`config.mk`:
```
export PLATFORM = sky130hd
export DESIGN_NAME = pdc_ctrl
export DESIGN_NICKNAME = d
export VERILOG_FILES = /design/src/rtl/pdc_pkg.sv /design/src/rtl/pdc_ctrl.sv
export SDC_FILE = /design/constraint.sdc
export NUM_CORES = 1
export LEC_CHECK = 0
export ABC_CLOCK_PERIOD_IN_PS = 2200
export BUFFER_PORTS_ARGS = -buffer_cell sky130_fd_sc_hd__buf_2
export CAP_MARGIN = 40
export CORE_AREA = 2 2 39 41
export DETAILED_ROUTE_END_ITERATION = 16
export DIE_AREA = 0 0 41 43
export PLACE_DENSITY_LB_ADDON = 0.2
export RECOVER_POWER = 50
export SYNTH_ARGS = -nofsm -noshare
export SYNTH_HDL_FRONTEND = slang
export SYNTH_SLANG_ARGS = --single-unit
```
`constraint.sdc`:
```
create_clock -name clock -period 2.2 [get_ports clock]
set_clock_uncertainty 0.05 [all_clocks]
set_input_delay 0.33 -clock clock [delete_from_list [all_inputs] [get_ports clock]]
set_output_delay 0.33 -clock clock [all_outputs]
set_load 0.03 [all_outputs]
```
`src/rtl/pdc_pkg.sv`:
```
// ----------------------------------------------------------------------------
// pdc_pkg
// Shared constants, register indexes and command types of the tilt PID block.
// ----------------------------------------------------------------------------
package pdc_pkg;

   localparam int DivSteps = 13;

   localparam logic [2:0] CSR_SETPOINT    = 3'd0;
   localparam logic [2:0] CSR_GAIN_P      = 3'd1;
   localparam logic [2:0] CSR_GAIN_I      = 3'd2;
   localparam logic [2:0] CSR_GAIN_D      = 3'd3;
   localparam logic [2:0] CSR_DEAD_BAND   = 3'd4;
   localparam logic [2:0] CSR_INTEG_UPPER = 3'd5;
   localparam logic [2:0] CSR_INTEG_LOWER = 3'd6;
   localparam logic [2:0] CSR_DUTY_NEUTRAL = 3'd7;

   localparam logic signed [16:0] RST_SETPOINT     = 17'sd0;
   localparam logic [31:0]        RST_GAIN_P       = 32'd42598;
   localparam logic [31:0]        RST_GAIN_I       = 32'd393;
   localparam logic [31:0]        RST_GAIN_D       = 32'd10485760;
   localparam logic [15:0]        RST_DEAD_BAND    = 16'd205;
   localparam logic signed [15:0] RST_INTEG_UPPER  = 16'sd4352;
   localparam logic signed [15:0] RST_INTEG_LOWER  = -16'sd3840;
   localparam logic [6:0]         RST_DUTY_NEUTRAL = 7'd39;

   localparam logic [6:0]         DUTY_RIGHT = 7'd44;
   localparam logic signed [8:0]  DUTY_MAX   = 9'sd100;
   localparam logic signed [14:0] D_MAX      = 15'sd5120;
   localparam logic signed [14:0] D_MIN      = -15'sd3328;
   localparam logic signed [34:0] SUM_MAX    = 35'sd6400;
   localparam logic signed [34:0] SUM_MIN    = -35'sd5120;
   localparam logic signed [17:0] ERR_MAX    = 18'sd65535;
   localparam logic signed [17:0] ERR_MIN    = -18'sd65536;
   localparam logic [18:0]        STEP_SAT   = 19'd262144;

   typedef enum logic [2:0] {
      MUL_P,
      MUL_I,
      MUL_LO,
      MUL_HI,
      MUL_D
   } mul_op_type;

   typedef struct packed {
      logic       load;
      logic       calc_err;
      logic       mul_en;
      mul_op_type mul_op;
      logic       combine;
      logic       div_step;
      logic       finish;
   } pdc_cmd_type;

endpackage

```
`src/rtl/pdc_ctrl.sv`:
```
// ----------------------------------------------------------------------------
// pdc_ctrl
// Sequencer: walks one sample through error, multiplies, divide and output.
// ----------------------------------------------------------------------------
module pdc_ctrl
   import pdc_pkg::*;
(
   input  logic        clock,
   input  logic        reset,
   input  logic        req_valid,
   output logic        req_ready,
   output logic        rsp_valid,
   input  logic        rsp_ready,
   output pdc_cmd_type cmd
);

   typedef enum logic [3:0] {
      S_IDLE, S_ERR, S_MP, S_MI, S_ML, S_MH, S_MD, S_COMB, S_DIV, S_FIN
   } state_type;

   state_type  state_ff, state_in;
   logic [3:0] count_ff, count_in;
   logic       valid_ff, valid_in;
   logic       slot_free;

   assign slot_free = !valid_ff || rsp_ready;
   assign req_ready = (state_ff == S_IDLE);
   assign rsp_valid = valid_ff;

   always_comb begin
      state_in = state_ff;
      count_in = count_ff;
      valid_in = valid_ff && !rsp_ready;
      cmd      = '0;
      cmd.mul_op = MUL_P;
      unique case (state_ff)
         S_IDLE: begin
            cmd.load = req_valid;
            if (req_valid) state_in = S_ERR;
         end
         S_ERR: begin
            cmd.calc_err = 1'b1;
            state_in     = S_MP;
         end
         S_MP: begin
            cmd.mul_en = 1'b1;
            cmd.mul_op = MUL_P;
            state_in   = S_MI;
         end
         S_MI: begin
            cmd.mul_en = 1'b1;
            cmd.mul_op = MUL_I;
            state_in   = S_ML;
         end
         S_ML: begin
            cmd.mul_en = 1'b1;
            cmd.mul_op = MUL_LO;
            state_in   = S_MH;
         end
         S_MH: begin
            cmd.mul_en = 1'b1;
            cmd.mul_op = MUL_HI;
            state_in   = S_MD;
         end
         S_MD: begin
            cmd.mul_en = 1'b1;
            cmd.mul_op = MUL_D;
            state_in   = S_COMB;
         end
         S_COMB: begin
            cmd.combine = 1'b1;
            count_in    = '0;
            state_in    = S_DIV;
         end
         S_DIV: begin
            cmd.div_step = 1'b1;
            count_in     = count_ff + 4'd1;
            if (count_ff == 4'(DivSteps - 1)) state_in = S_FIN;
         end
         S_FIN: begin
            // hold until the output slot frees up
            if (slot_free) begin
               cmd.finish = 1'b1;
               valid_in   = 1'b1;
               state_in   = S_IDLE;
            end
         end
         default: state_in = S_IDLE;
      endcase
   end

   always_ff @(posedge clock) begin
      if (reset) begin
         state_ff <= S_IDLE;
         count_ff <= '0;
         valid_ff <= 1'b0;
      end else begin
         state_ff <= state_in;
         count_ff <= count_in;
         valid_ff <= valid_in;
      end
   end

endmodule

```
# Word-level counts from Yosys, hierarchy flattened
# Index checks and enable logic that the tools add are counted.
# W data, S select, Z words.
[word_totals]
ff_bits = 9
in_bits = 4
output_inout_bits = 11
wordCells = 38
[op_classes]
addsub = 1
eq_ne = 13
mux = 14
n_reduce_logical = 7
[ops]
columns = ["cell", "count"]
rows = [
  ["$pmux W4 S10", 1],
  ["$pmux W4 S5", 1],
  ["$eq A4 B3 Y1 const B", 4],
  ["$eq A4 B4 Y1 const B", 3],
  ["$mux W4", 3],
  ["$eq A4 B2 Y1 const B", 2],
  ["$mux W1", 8],
  ["$pmux W4 S2", 1],
  ["$ne A2 B2 Y1 const B", 3],
  ["$add A4 B1 Y4 const B", 1],
  ["$eq A4 B1 Y1 const B", 1],
  ["$logic_not A4 Y1", 1],
  ["$reduce_and A3 Y1", 1],
  ["$logic_not A1 Y1", 2],
  ["$reduce_bool A2 Y1", 1],
  ["$logic_and A1 B1 Y1", 1],
  ["$logic_or A1 B1 Y1", 1],
]

# Longest topological paths before layout
# Gate-level depths: netlist of the first run.
[logic_depth]
depth_word = 4
mapped_depth = 6
depth_no_buf = 4

# Worst setup path before layout of the first run
# Ideal clock, no wire load.
[synth_path]
path_type = "register -> output"
startpoint = "reg state_ff[3]"
endpoint = "out cmd[8] (netlist name)"
arrival_ps = 1971
t_required_ps = 1820
path_slack_ps = -151
path_stages_with_launch = 4
path_buffers = 1
cell_sequence = "dfxtp_1 -> clkbuf_1 -> nor4_1 -> and2_1"
[synth_lines]
columns = ["element", "line", "rtl"]
rows = [
  ["start: declaration", "pdc_ctrl.sv:21", "state_type state_ff, state_in;"],
  ["start signal: assignment", "pdc_ctrl.sv:98", "state_ff <= state_in;"],
  ["end: declaration", "pdc_ctrl.sv:14", "output pdc_cmd_type cmd"],
]

==> flow_summary_export.csv, run 1 <==
group,metric,value,unit
sta,fin_tns_setup,0,ps
synthesis,ys_seq_elements,9,
hold_path,holdPathEnd,"count_ff[1]",
drt,drcViolationCount,0,
global_routing,grt_pass1_vias,353,
sta,max_freq,477.4,MHz
synthesis,synthFlopType,"dfxtp_1",
cells_and_area,final_cell_mix,"buf_2 (11), dfxtp_1 (8), nor2_1 (5), nand2_1 (5)",
global_routing,grt_util_met2,17.19,%
global_routing,use_met1,16.88,%
synthesis,syn-num-nets,72,
drt,wire_per_inst,10.68,µm
cells_and_area,drive_gt1_share,24.05,%
pwr,power.density,594.1,nW/µm²
floorplan,die_h,43,µm
worst_setup_path,crit_path_max_fanout,10,
cells_and_area,areaGrowthSynthToFinish,18.27,%
floorplan,start_util,37.61,%
clock_network,post_cts_resized,0,
cells_and_area,mostFrequentLayoutCell,"buf_2",
synthesis,synth-xor-area-share,3.365,%
run,maxCapViolations,0,
synthesis,syn_area,520.5,µm²
clock_network,cts_root_buf,"clkbuf_4",
worst_setup_path,cpMaxStageDelayCell,"or4b_1",
drt,drt_first_pass_iters,4,
synthesis,synth_fa_ha_area_share,4.808,%
synthesis,synth-simple-area-share,33.65,%
clock_network,hold_buffers,0,
clock_network,cts_tree,"built",
clock_network,htreeDepth,1,
global_routing,grt_first_pass_wirelength,1.518,mm
synthesis,synth_top_family_by_area,"simple AND/OR/NAND/NOR gates",
worst_setup_path,rrSetupSlack,410,ps
worst_setup_path,cp-start-kind,"flip-flop",
pwr,vdd_ir_drop_max,0.2673,mV
floorplan,rows,14,
clock_network,clk_pin_slew_worst_paths,60,ps
cells_and_area,antenna_cells,0,
synthesis,synth_compound_area_share,13.70,%
sta,worst_pin_slew,355.7,ps
global_routing,grt_overflow,0,
floorplan,core_area,1384,µm²
sta,finalWorstSetupSlack,105.2,ps
global_routing,use_met3,3.141,%
worst_setup_path,r2r-end,"count_ff[2]",
clock_network,cts_setup_buffers,0,
pwr,p_leak,0.0002523,µW
worst_setup_path,r2r-start,"state_ff[2]",
sta,finalSetupViolations,0,
global_routing,grt_usage,13.19,%
synthesis,ys_async_sr_fraction,0,%
worst_setup_path,path_cells,"or4b_1 -> clkinv_1 -> buf_2",
pwr,power,365.7,µW
global_routing,grt_max_degree,14,
synthesis,synth_warnings,0,
cells_and_area,fin_nets,86,
placement,preCtsSetupSlack,320.0,ps
sta,final-max-slew-violation-count,0,
clock_network,numClockSinks,9,
worst_setup_path,max_stage_delay,680,ps
synthesis,synth_edf_count,0,
clock_network,clk_latency,250,ps
synthesis,yosysUniqueCellTypes,32,
floorplan,dieWidth,41,µm
outcome,status,"completed",
clock_network,cts_buffers,3,
synthesis,synth_seq_area_share,34.62,%
sta,rsz0062_at_grt,"false",
global_routing,globalRoute.busiestLayer,"met2",
clock_network,clockBufferDepth,2,
floorplan,ioPinCount,15,
drt,first_iter_violations,5,
worst_setup_path,critPathKind,"reg -> out",
worst_setup_path,cp.arrival,1710,ps
synthesis,avgSynthCellArea,7.886,µm²
worst_setup_path,end_kind,"output port",
drt,via_per_inst,5.074,
global_routing,antenna_found_initial,0,
sta,period_share,95.22,%
drt,wl,1.015,mm
hold_path,worstHoldPathCells,2,
sta,hold_viol,0,
synthesis,synthCells,66,
hold_path,hold_path_class,"in -> reg",
floorplan,die_area,1763,µm²
placement,dp_hpwl,754.5,µm
drt,ant_nets,0,
hold_path,hold_start,"reset",
worst_setup_path,worstPathRequired,1820,ps
sta,relSlewSlack,76.25,%
sta,period_minus_slack,2095,ps
placement,port_buffers,14,
drt,vias,482,
placement,gp_congestion,0.6203,
synthesis,synth_mux_area_share,0,%
worst_setup_path,r2r_cells,3,
[layer usage]
layer | share of wire, % | wire, µm
met5 | 0 | 0
met4 | 1.4 | 14
met3 | 5.4 | 55
met2 | 43 | 437
met1 | 50 | 507
[cells by family after synthesis]
| logic type | Yosys count |
|---|---|
| adders and majority gates | 2 |
| DFF | 9 |
| and+or+nand+nor | 32 |
| AOI/OAI and AO/OA | 10 |
| xor gates and xnor gates | 2 |
| buffers and inverters | 11 |
[worst max-delay path by stage]
stage	from	to	slack, ps	depth (start not counted)
floorplan	state_ff[3]	cmd[8]	210	3
global placement	state_ff[3]	cmd[1]	350	3
detailed placement	state_ff[3]	cmd[1]	320	3
CTS	state_ff[3]	cmd[1]	40	3
global route	state_ff[2]	cmd[1]	20	3
finish	state_ff[2]	cmd[1]	110	3
[registers in the layout, indices dropped and copies added (netlist names)]
signal / count
state_ff: 4
count_ff: 4
rsp_valid: 1
[synthesized netlist by cell type (all sizes together) (2+ instances only)]
| master | n | area share [%] |
|---|---|---|
| a211oi | 2 | 3.8 |
| a21oi | 2 | 1.9 |
| a31oi | 3 | 3.6 |
| buf | 2 | 3.1 |
| clkbuf | 4 | 3.1 |
| dfxtp | 9 | 35 |
| ha | 2 | 4.8 |
| inv | 4 | 2.9 |
| nand2 | 5 | 3.6 |
| nand2b | 2 | 2.4 |
| nand3 | 4 | 3.8 |
| nand4 | 2 | 2.4 |
| nor2 | 5 | 3.6 |
| nor3 | 4 | 3.8 |
| or3 | 2 | 2.4 |
[final cells by class]
cell class                      count  area [µm²]
Fill cell                         150       768.2
Sequential cell                     9       181.4
Tap cell                           16       20.02
Timing Repair Buffer               15       73.82
Clock buffer                        4       26.28
Inverter                            5       18.77
Multi-Input combinational cell     46       295.3
[per-stage QoR]
step,instance area [µm²],instances,hold WS (ps),util (%)
after floorplan,526.8,66,401.3,-
after global placement,591.8,91,436.1,42.77
after detailed placement,591.8,91,424.9,42.77
after CTS,618.1,95,313.7,44.67
after global routing,615.6,95,315.7,44.48
final,615.6,95,321.3,44.48
[report_power, final]
part           internal, µW  total (µW)  leakage, µW  switching, µW
clock                  69.8         125    0.0000150           55.6
combinational          22.4        65.3     0.000164           42.9
sequential              167         175    0.0000735           7.90
total                   259         366     0.000252            106
[worst max-delay path: cells and delay by family, from the launching register on]
family | cells | cell delay [ps]
DFF | 1 | 410
buffers and inverters | 2 | 370
and+or+nand+nor | 1 | 680
No activity file was read; power rests on OpenSTA's default activity.
==> run 2: changes to the inputs <==
==> constraint.sdc (replaced) <==
create_clock -name clock -period 2.2 [get_ports clock]
set_clock_uncertainty 0.05 [all_clocks]
set_input_delay 0.22 -clock clock [delete_from_list [all_inputs] [get_ports clock]]
set_output_delay 0.22 -clock clock [all_outputs]
set_load 0.03 [all_outputs]
==> flow_summary_export.csv, run 2 (same netlist as run 1, synthesis figures left out) <==
group,metric,value,unit
drt,ant_nets,0,
hold_path,hold_path_class,"in -> reg",
pwr,switching_power,111.1,µW
clock_network,cts_root_buf,"clkbuf_4",
cells_and_area,mostFrequentLayoutCell,"buf_2",
clock_network,cts_buffers,3,
cells_and_area,drive_gt1_share,21.52,%
drt,vias,489,
hold_path,holdPathEnd,"count_ff[1]",
sta,period_minus_slack,2000,ps
worst_setup_path,cp-start-kind,"flip-flop",
clock_network,cts_tree,"built",
global_routing,grt_usage,15.28,%
worst_setup_path,r2r-end,"count_ff[2]",
clock_network,clockBufferDepth,2,
cells_and_area,n_fill_cell,153,
placement,port_buffers,14,
worst_setup_path,cpMaxStageDelayCell,"or4b_1",
worst_setup_path,worstPathRequired,1930,ps
cells_and_area,final_cells,95,
sta,finalSetupViolations,0,
worst_setup_path,path_cells,"or4b_1 -> clkinv_1 -> buf_2",
sta,final-max-slew-violation-count,0,
global_routing,grt_max_degree,13,
worst_setup_path,end_kind,"output port",
run,maxCapViolations,0,
sta,relSlewSlack,74.96,%
cells_and_area,final_cell_mix,"buf_2 (10), dfxtp_1 (9), nor2_1 (5), nand2_1 (5), clkbuf_1 (5)",
floorplan,ioPinCount,15,
pwr,power.density,600.9,nW/µm²
clock_network,clk_latency,270,ps
cells_and_area,multi_input_area,295.3,µm²
clock_network,cts_setup_buffers,0,
floorplan,rows,14,
cells_and_area,fin_nets,86,
drt,drcViolationCount,0,
drt,wl,1.076,mm
floorplan,core_area,1384,µm²
sta,hold_viol,0,
drt,drt_first_pass_iters,3,
pwr,vdd_ir_drop_max,0.1965,mV
sta,worst_pin_slew,375.1,ps
pwr,p_leak,0.0002478,µW
sta,rsz0062_at_grt,"false",
floorplan,dieWidth,41,µm
worst_setup_path,crit_path_max_fanout,12,
global_routing,antenna_found_initial,0,
hold_path,hold_start,"reset",
placement,dp_hpwl,749.9,µm
worst_setup_path,r2r-start,"state_ff[0]",
drt,via_per_inst,5.147,
worst_setup_path,path_delay_family,"simple AND/OR/NAND/NOR gates",
floorplan,die_area,1763,µm²
worst_setup_path,path_buf_inv,2,
sta,fin_tns_setup,0,ps
worst_setup_path,critPathKind,"reg -> out",
pwr,seq_power_share,48.7,%
clock_network,post_cts_resized,0,
clock_network,htreeDepth,1,
pwr,internal_power,257.3,µW
hold_path,worstHoldPathCells,2,
global_routing,grt_pass1_vias,391,
outcome,status,"completed",
cells_and_area,regArea,180.2,µm²
worst_setup_path,max_stage_delay,660,ps
placement,dp_cells,91,
worst_setup_path,cp.arrival,1730,ps
worst_setup_path,r2r_cells,3,
drt,first_iter_violations,4,
sta,max_freq,499.9,MHz
clock_network,clk_pin_slew_worst_paths,60,ps
clock_network,numClockSinks,9,
pwr,switching_share,30.15,%
sta,period_share,90.93,%
pwr,p_comb_share,16.1,%
global_routing,grt_first_pass_wirelength,1.745,mm
clock_network,hold_buffers,0,
cells_and_area,areaGrowthSynthToFinish,17.79,%
pwr,power_frac_clock,35.2,%
placement,gp_congestion,0.6436,
cells_and_area,antenna_cells,0,
floorplan,start_util,37.61,%
global_routing,grt_overflow,0,
floorplan,die_h,43,µm
drt,wire_per_inst,11.33,µm
worst_setup_path,rrSetupSlack,420,ps
-- run 2: cell count changes in the layout (fill, tap and decap cells not counted) --
| cell | before | now |
|---|---|---|
| dfxtp_1 | 8 | 9 |
| buf_2 | 11 | 10 |
| clkbuf_1 | 4 | 5 |
| dfxtp_2 | 1 | 0 |
-- run 2: per-layer routing --
metal	up-vias	wire [µm]	global-route usage, %
li1	258	-	-
met1	210	537	20.00
met2	16	434	19.69
met3	5	58	4.712
met4	0	46	12.00
met5	-	0	0
-- run 2: layout make-up --
cell class / instances / area share (%)
flip-flops and latches: 9 / 29.39
clock buffers: 4 / 4.286
well taps: 16 / 3.265
repair buffers: 15 / 11.84
inverters: 5 / 3.061
multi-input cells: 46 / 48.16
-- run 2: worst max-delay path by stage --
| stage | cells past startpoint | from | end |
|---|---|---|---|
| 6_report | 3 | state_ff[0] | cmd[1] |
| 5_1_grt | 3 | state_ff[2] | cmd[1] |
| 4_1_cts | 3 | state_ff[0] | cmd[1] |
| 3_5_place_dp | 3 | state_ff[2] | count_ff[2] |
| 3_3_place_gp | 3 | state_ff[2] | count_ff[2] |
| 2_1_floorplan | 3 | state_ff[3] | cmd[8] |
-- run 2: power by group through the flow --
stage / registers, µW / logic [µW] / clock network [µW]
6_report: 179 / 59.2 / 130
4_1_cts: 179 / 61.4 / 134
5_1_grt: 181 / 64.6 / 143
3_3_place_gp: 182 / 61.5 / 0
2_1_floorplan: 172 / 57.1 / 0
3_5_place_dp: 183 / 61.1 / 0
-- run 2: stage by stage --
step	hold slack [ps]	total power [µW]	worst slack, ps	area (µm²)	util [%]
3_5_place_dp	440.6	244.1	422.9	591.8	42.77
2_1_floorplan	401.3	229.5	322.2	526.8	-
4_1_cts	195.0	374.7	189.3	618.1	44.67
5_1_grt	206.9	388.1	118.5	613.1	44.30
6_report	198.9	368.4	199.6	613.1	44.30
3_3_place_gp	428.4	243.4	465.2	591.8	42.77
==> run 3: changes to the inputs <==
GPL_ROUTABILITY_DRIVEN = 0   (was unset)
PLACE_DENSITY = 0.63   (was unset)
PLACE_DENSITY_LB_ADDON = unset   (was 0.2)
==> flow_summary_export.csv, run 3 (same netlist as run 1, synthesis figures left out) <==
group,metric,value,unit
clock_network,cts_tree,"built",
worst_setup_path,path_cells,"or4b_1 -> clkinv_1 -> buf_2",
worst_setup_path,cp.arrival,1780,ps
sta,fin_tns_setup,0,ps
sta,finalSetupViolations,0,
worst_setup_path,critPathKind,"reg -> out",
worst_setup_path,cpMaxStageDelayCell,"or4b_1",
clock_network,clk_pin_slew_worst_paths,60,ps
placement,dp_hpwl,781.4,µm
worst_setup_path,cp-start-kind,"flip-flop",
worst_setup_path,rrSetupSlack,360,ps
global_routing,use_met1,21.31,%
global_routing,grt_first_pass_wirelength,1.897,mm
hold_path,hold_start,"reset",
placement,preCtsSetupSlack,366.4,ps
clock_network,cts_root_buf,"clkbuf_4",
sta,max_freq,488.7,MHz
floorplan,core_area,1384,µm²
cells_and_area,final_cell_mix,"dfxtp_1 (9), buf_2 (9), clkbuf_1 (6), nor2_1 (5), nand2_1 (5)",
floorplan,rows,14,
worst_setup_path,path_buf_inv,2,
global_routing,antenna_found_initial,0,
global_routing,grt_overflow,0,
clock_network,clockBufferDepth,2,
drt,first_iter_violations,6,
floorplan,start_util,37.61,%
sta,relSlewSlack,74.22,%
sta,finalWorstSetupSlack,153.9,ps
placement,dp_cells,90,
drt,vias,490,
drt,ant_nets,0,
sta,worst_pin_slew,386.1,ps
global_routing,use_met3,3.141,%
clock_network,numClockSinks,9,
global_routing,globalRoute.busiestLayer,"met2",
cells_and_area,drive_gt1_share,19.23,%
clock_network,hold_buffers,0,
cells_and_area,areaGrowthSynthToFinish,16.11,%
drt,drcViolationCount,0,
clock_network,clk_latency,260,ps
pwr,power.density,606.3,nW/µm²
cells_and_area,fin_nets,85,
cells_and_area,postLayoutCoreUtil,43.67,%
placement,port_buffers,14,
worst_setup_path,r2r_cells,3,
sta,holdWs,212.8,ps
worst_setup_path,end_kind,"output port",
clock_network,cts_setup_buffers,0,
drt,wire_per_inst,11.37,µm
drt,via_per_inst,5.213,
run,maxCapViolations,0,
hold_path,holdPathEnd,"count_ff[1]",
drt,drt_first_pass_iters,3,
cells_and_area,final_cells,94,
worst_setup_path,worstPathRequired,1930,ps
floorplan,ioPinCount,15,
floorplan,die_area,1763,µm²
global_routing,grt_pass1_vias,453,
clock_network,htreeDepth,1,
worst_setup_path,r2r-end,"count_ff[2]",
clock_network,cts_buffers,3,
cells_and_area,n_fill_cell,147,
sta,rsz0062_at_grt,"false",
sta,period_share,93.01,%
floorplan,die_h,43,µm
worst_setup_path,max_stage_delay,600,ps
global_routing,grt_util_met2,21.88,%
global_routing,grt_max_degree,14,
worst_setup_path,r2r-start,"state_ff[3]",
global_routing,grt_usage,15.76,%
drt,wl,1.069,mm
worst_setup_path,crit_path_max_fanout,13,
hold_path,hold_path_class,"in -> reg",
cells_and_area,antenna_cells,0,
clock_network,post_cts_resized,0,
sta,hold_viol,0,
worst_setup_path,path_delay_family,"simple AND/OR/NAND/NOR gates",
floorplan,dieWidth,41,µm
pwr,vdd_ir_drop_max,0.2548,mV
pwr,p_leak,0.0002380,µW
sta,final-max-slew-violation-count,0,
outcome,status,"completed",
sta,period_minus_slack,2046,ps
hold_path,worstHoldPathCells,2,
==> run 3: cell type report <==
type | count | area, µm² | share of cell area [%]
Tap cell | 16 | 20.02 | 3.313
Sequential cell | 9 | 180.2 | 29.81
Clock buffer | 4 | 26.28 | 4.348
Inverter | 5 | 18.77 | 3.106
Timing Repair Buffer | 14 | 63.81 | 10.56
Multi-Input combinational cell | 46 | 295.3 | 48.86
==> run 3: worst register-to-register path: stages, from the launching register on <==
cell	delay, ps
dfxtp_1	550
or4b_1	600
or3_1	370
a211oi_2	210
==> run 3: worst max-delay path by stage <==
| stage | start | end | slack [ps] | cells past startpoint |
|---|---|---|---|---|
| global route | state_ff[3] | cmd[1] | 30 | 3 |
| finish | state_ff[3] | cmd[1] | 150 | 3 |
| floorplan | state_ff[3] | cmd[8] | 320 | 3 |
| global placement | state_ff[3] | count_ff[2] | 420 | 3 |
| detailed placement | state_ff[3] | count_ff[2] | 370 | 3 |
| CTS | state_ff[3] | cmd[1] | 140 | 3 |
==> run 3: stage by stage <==
step,power [µW],area [µm²]
after floorplan,229.5,526.8
after global placement,243.2,584.3
after detailed placement,243.7,584.3
after CTS,373.9,610.6
after global routing,389.5,604.3
final,366.4,604.3
==> run 3: layer usage <==
| metal | wire [µm] | share of wire [%] | vias up |
|---|---|---|---|
| met5 | 0 | 0 | - |
| met2 | 517 | 48 | 12 |
| met4 | 0 | 0 | 0 |
| li1 | - | - | 258 |
| met3 | 38 | 3.6 | 0 |
| met1 | 512 | 48 | 220 |
==> run 3: report_power, final <==
part,internal (µW),total [µW],switching [µW]
Clock,69.9,128,58.1
Sequential,167,180,12.5
Combinational,19.9,58.8,38.9
Total,257,366,109
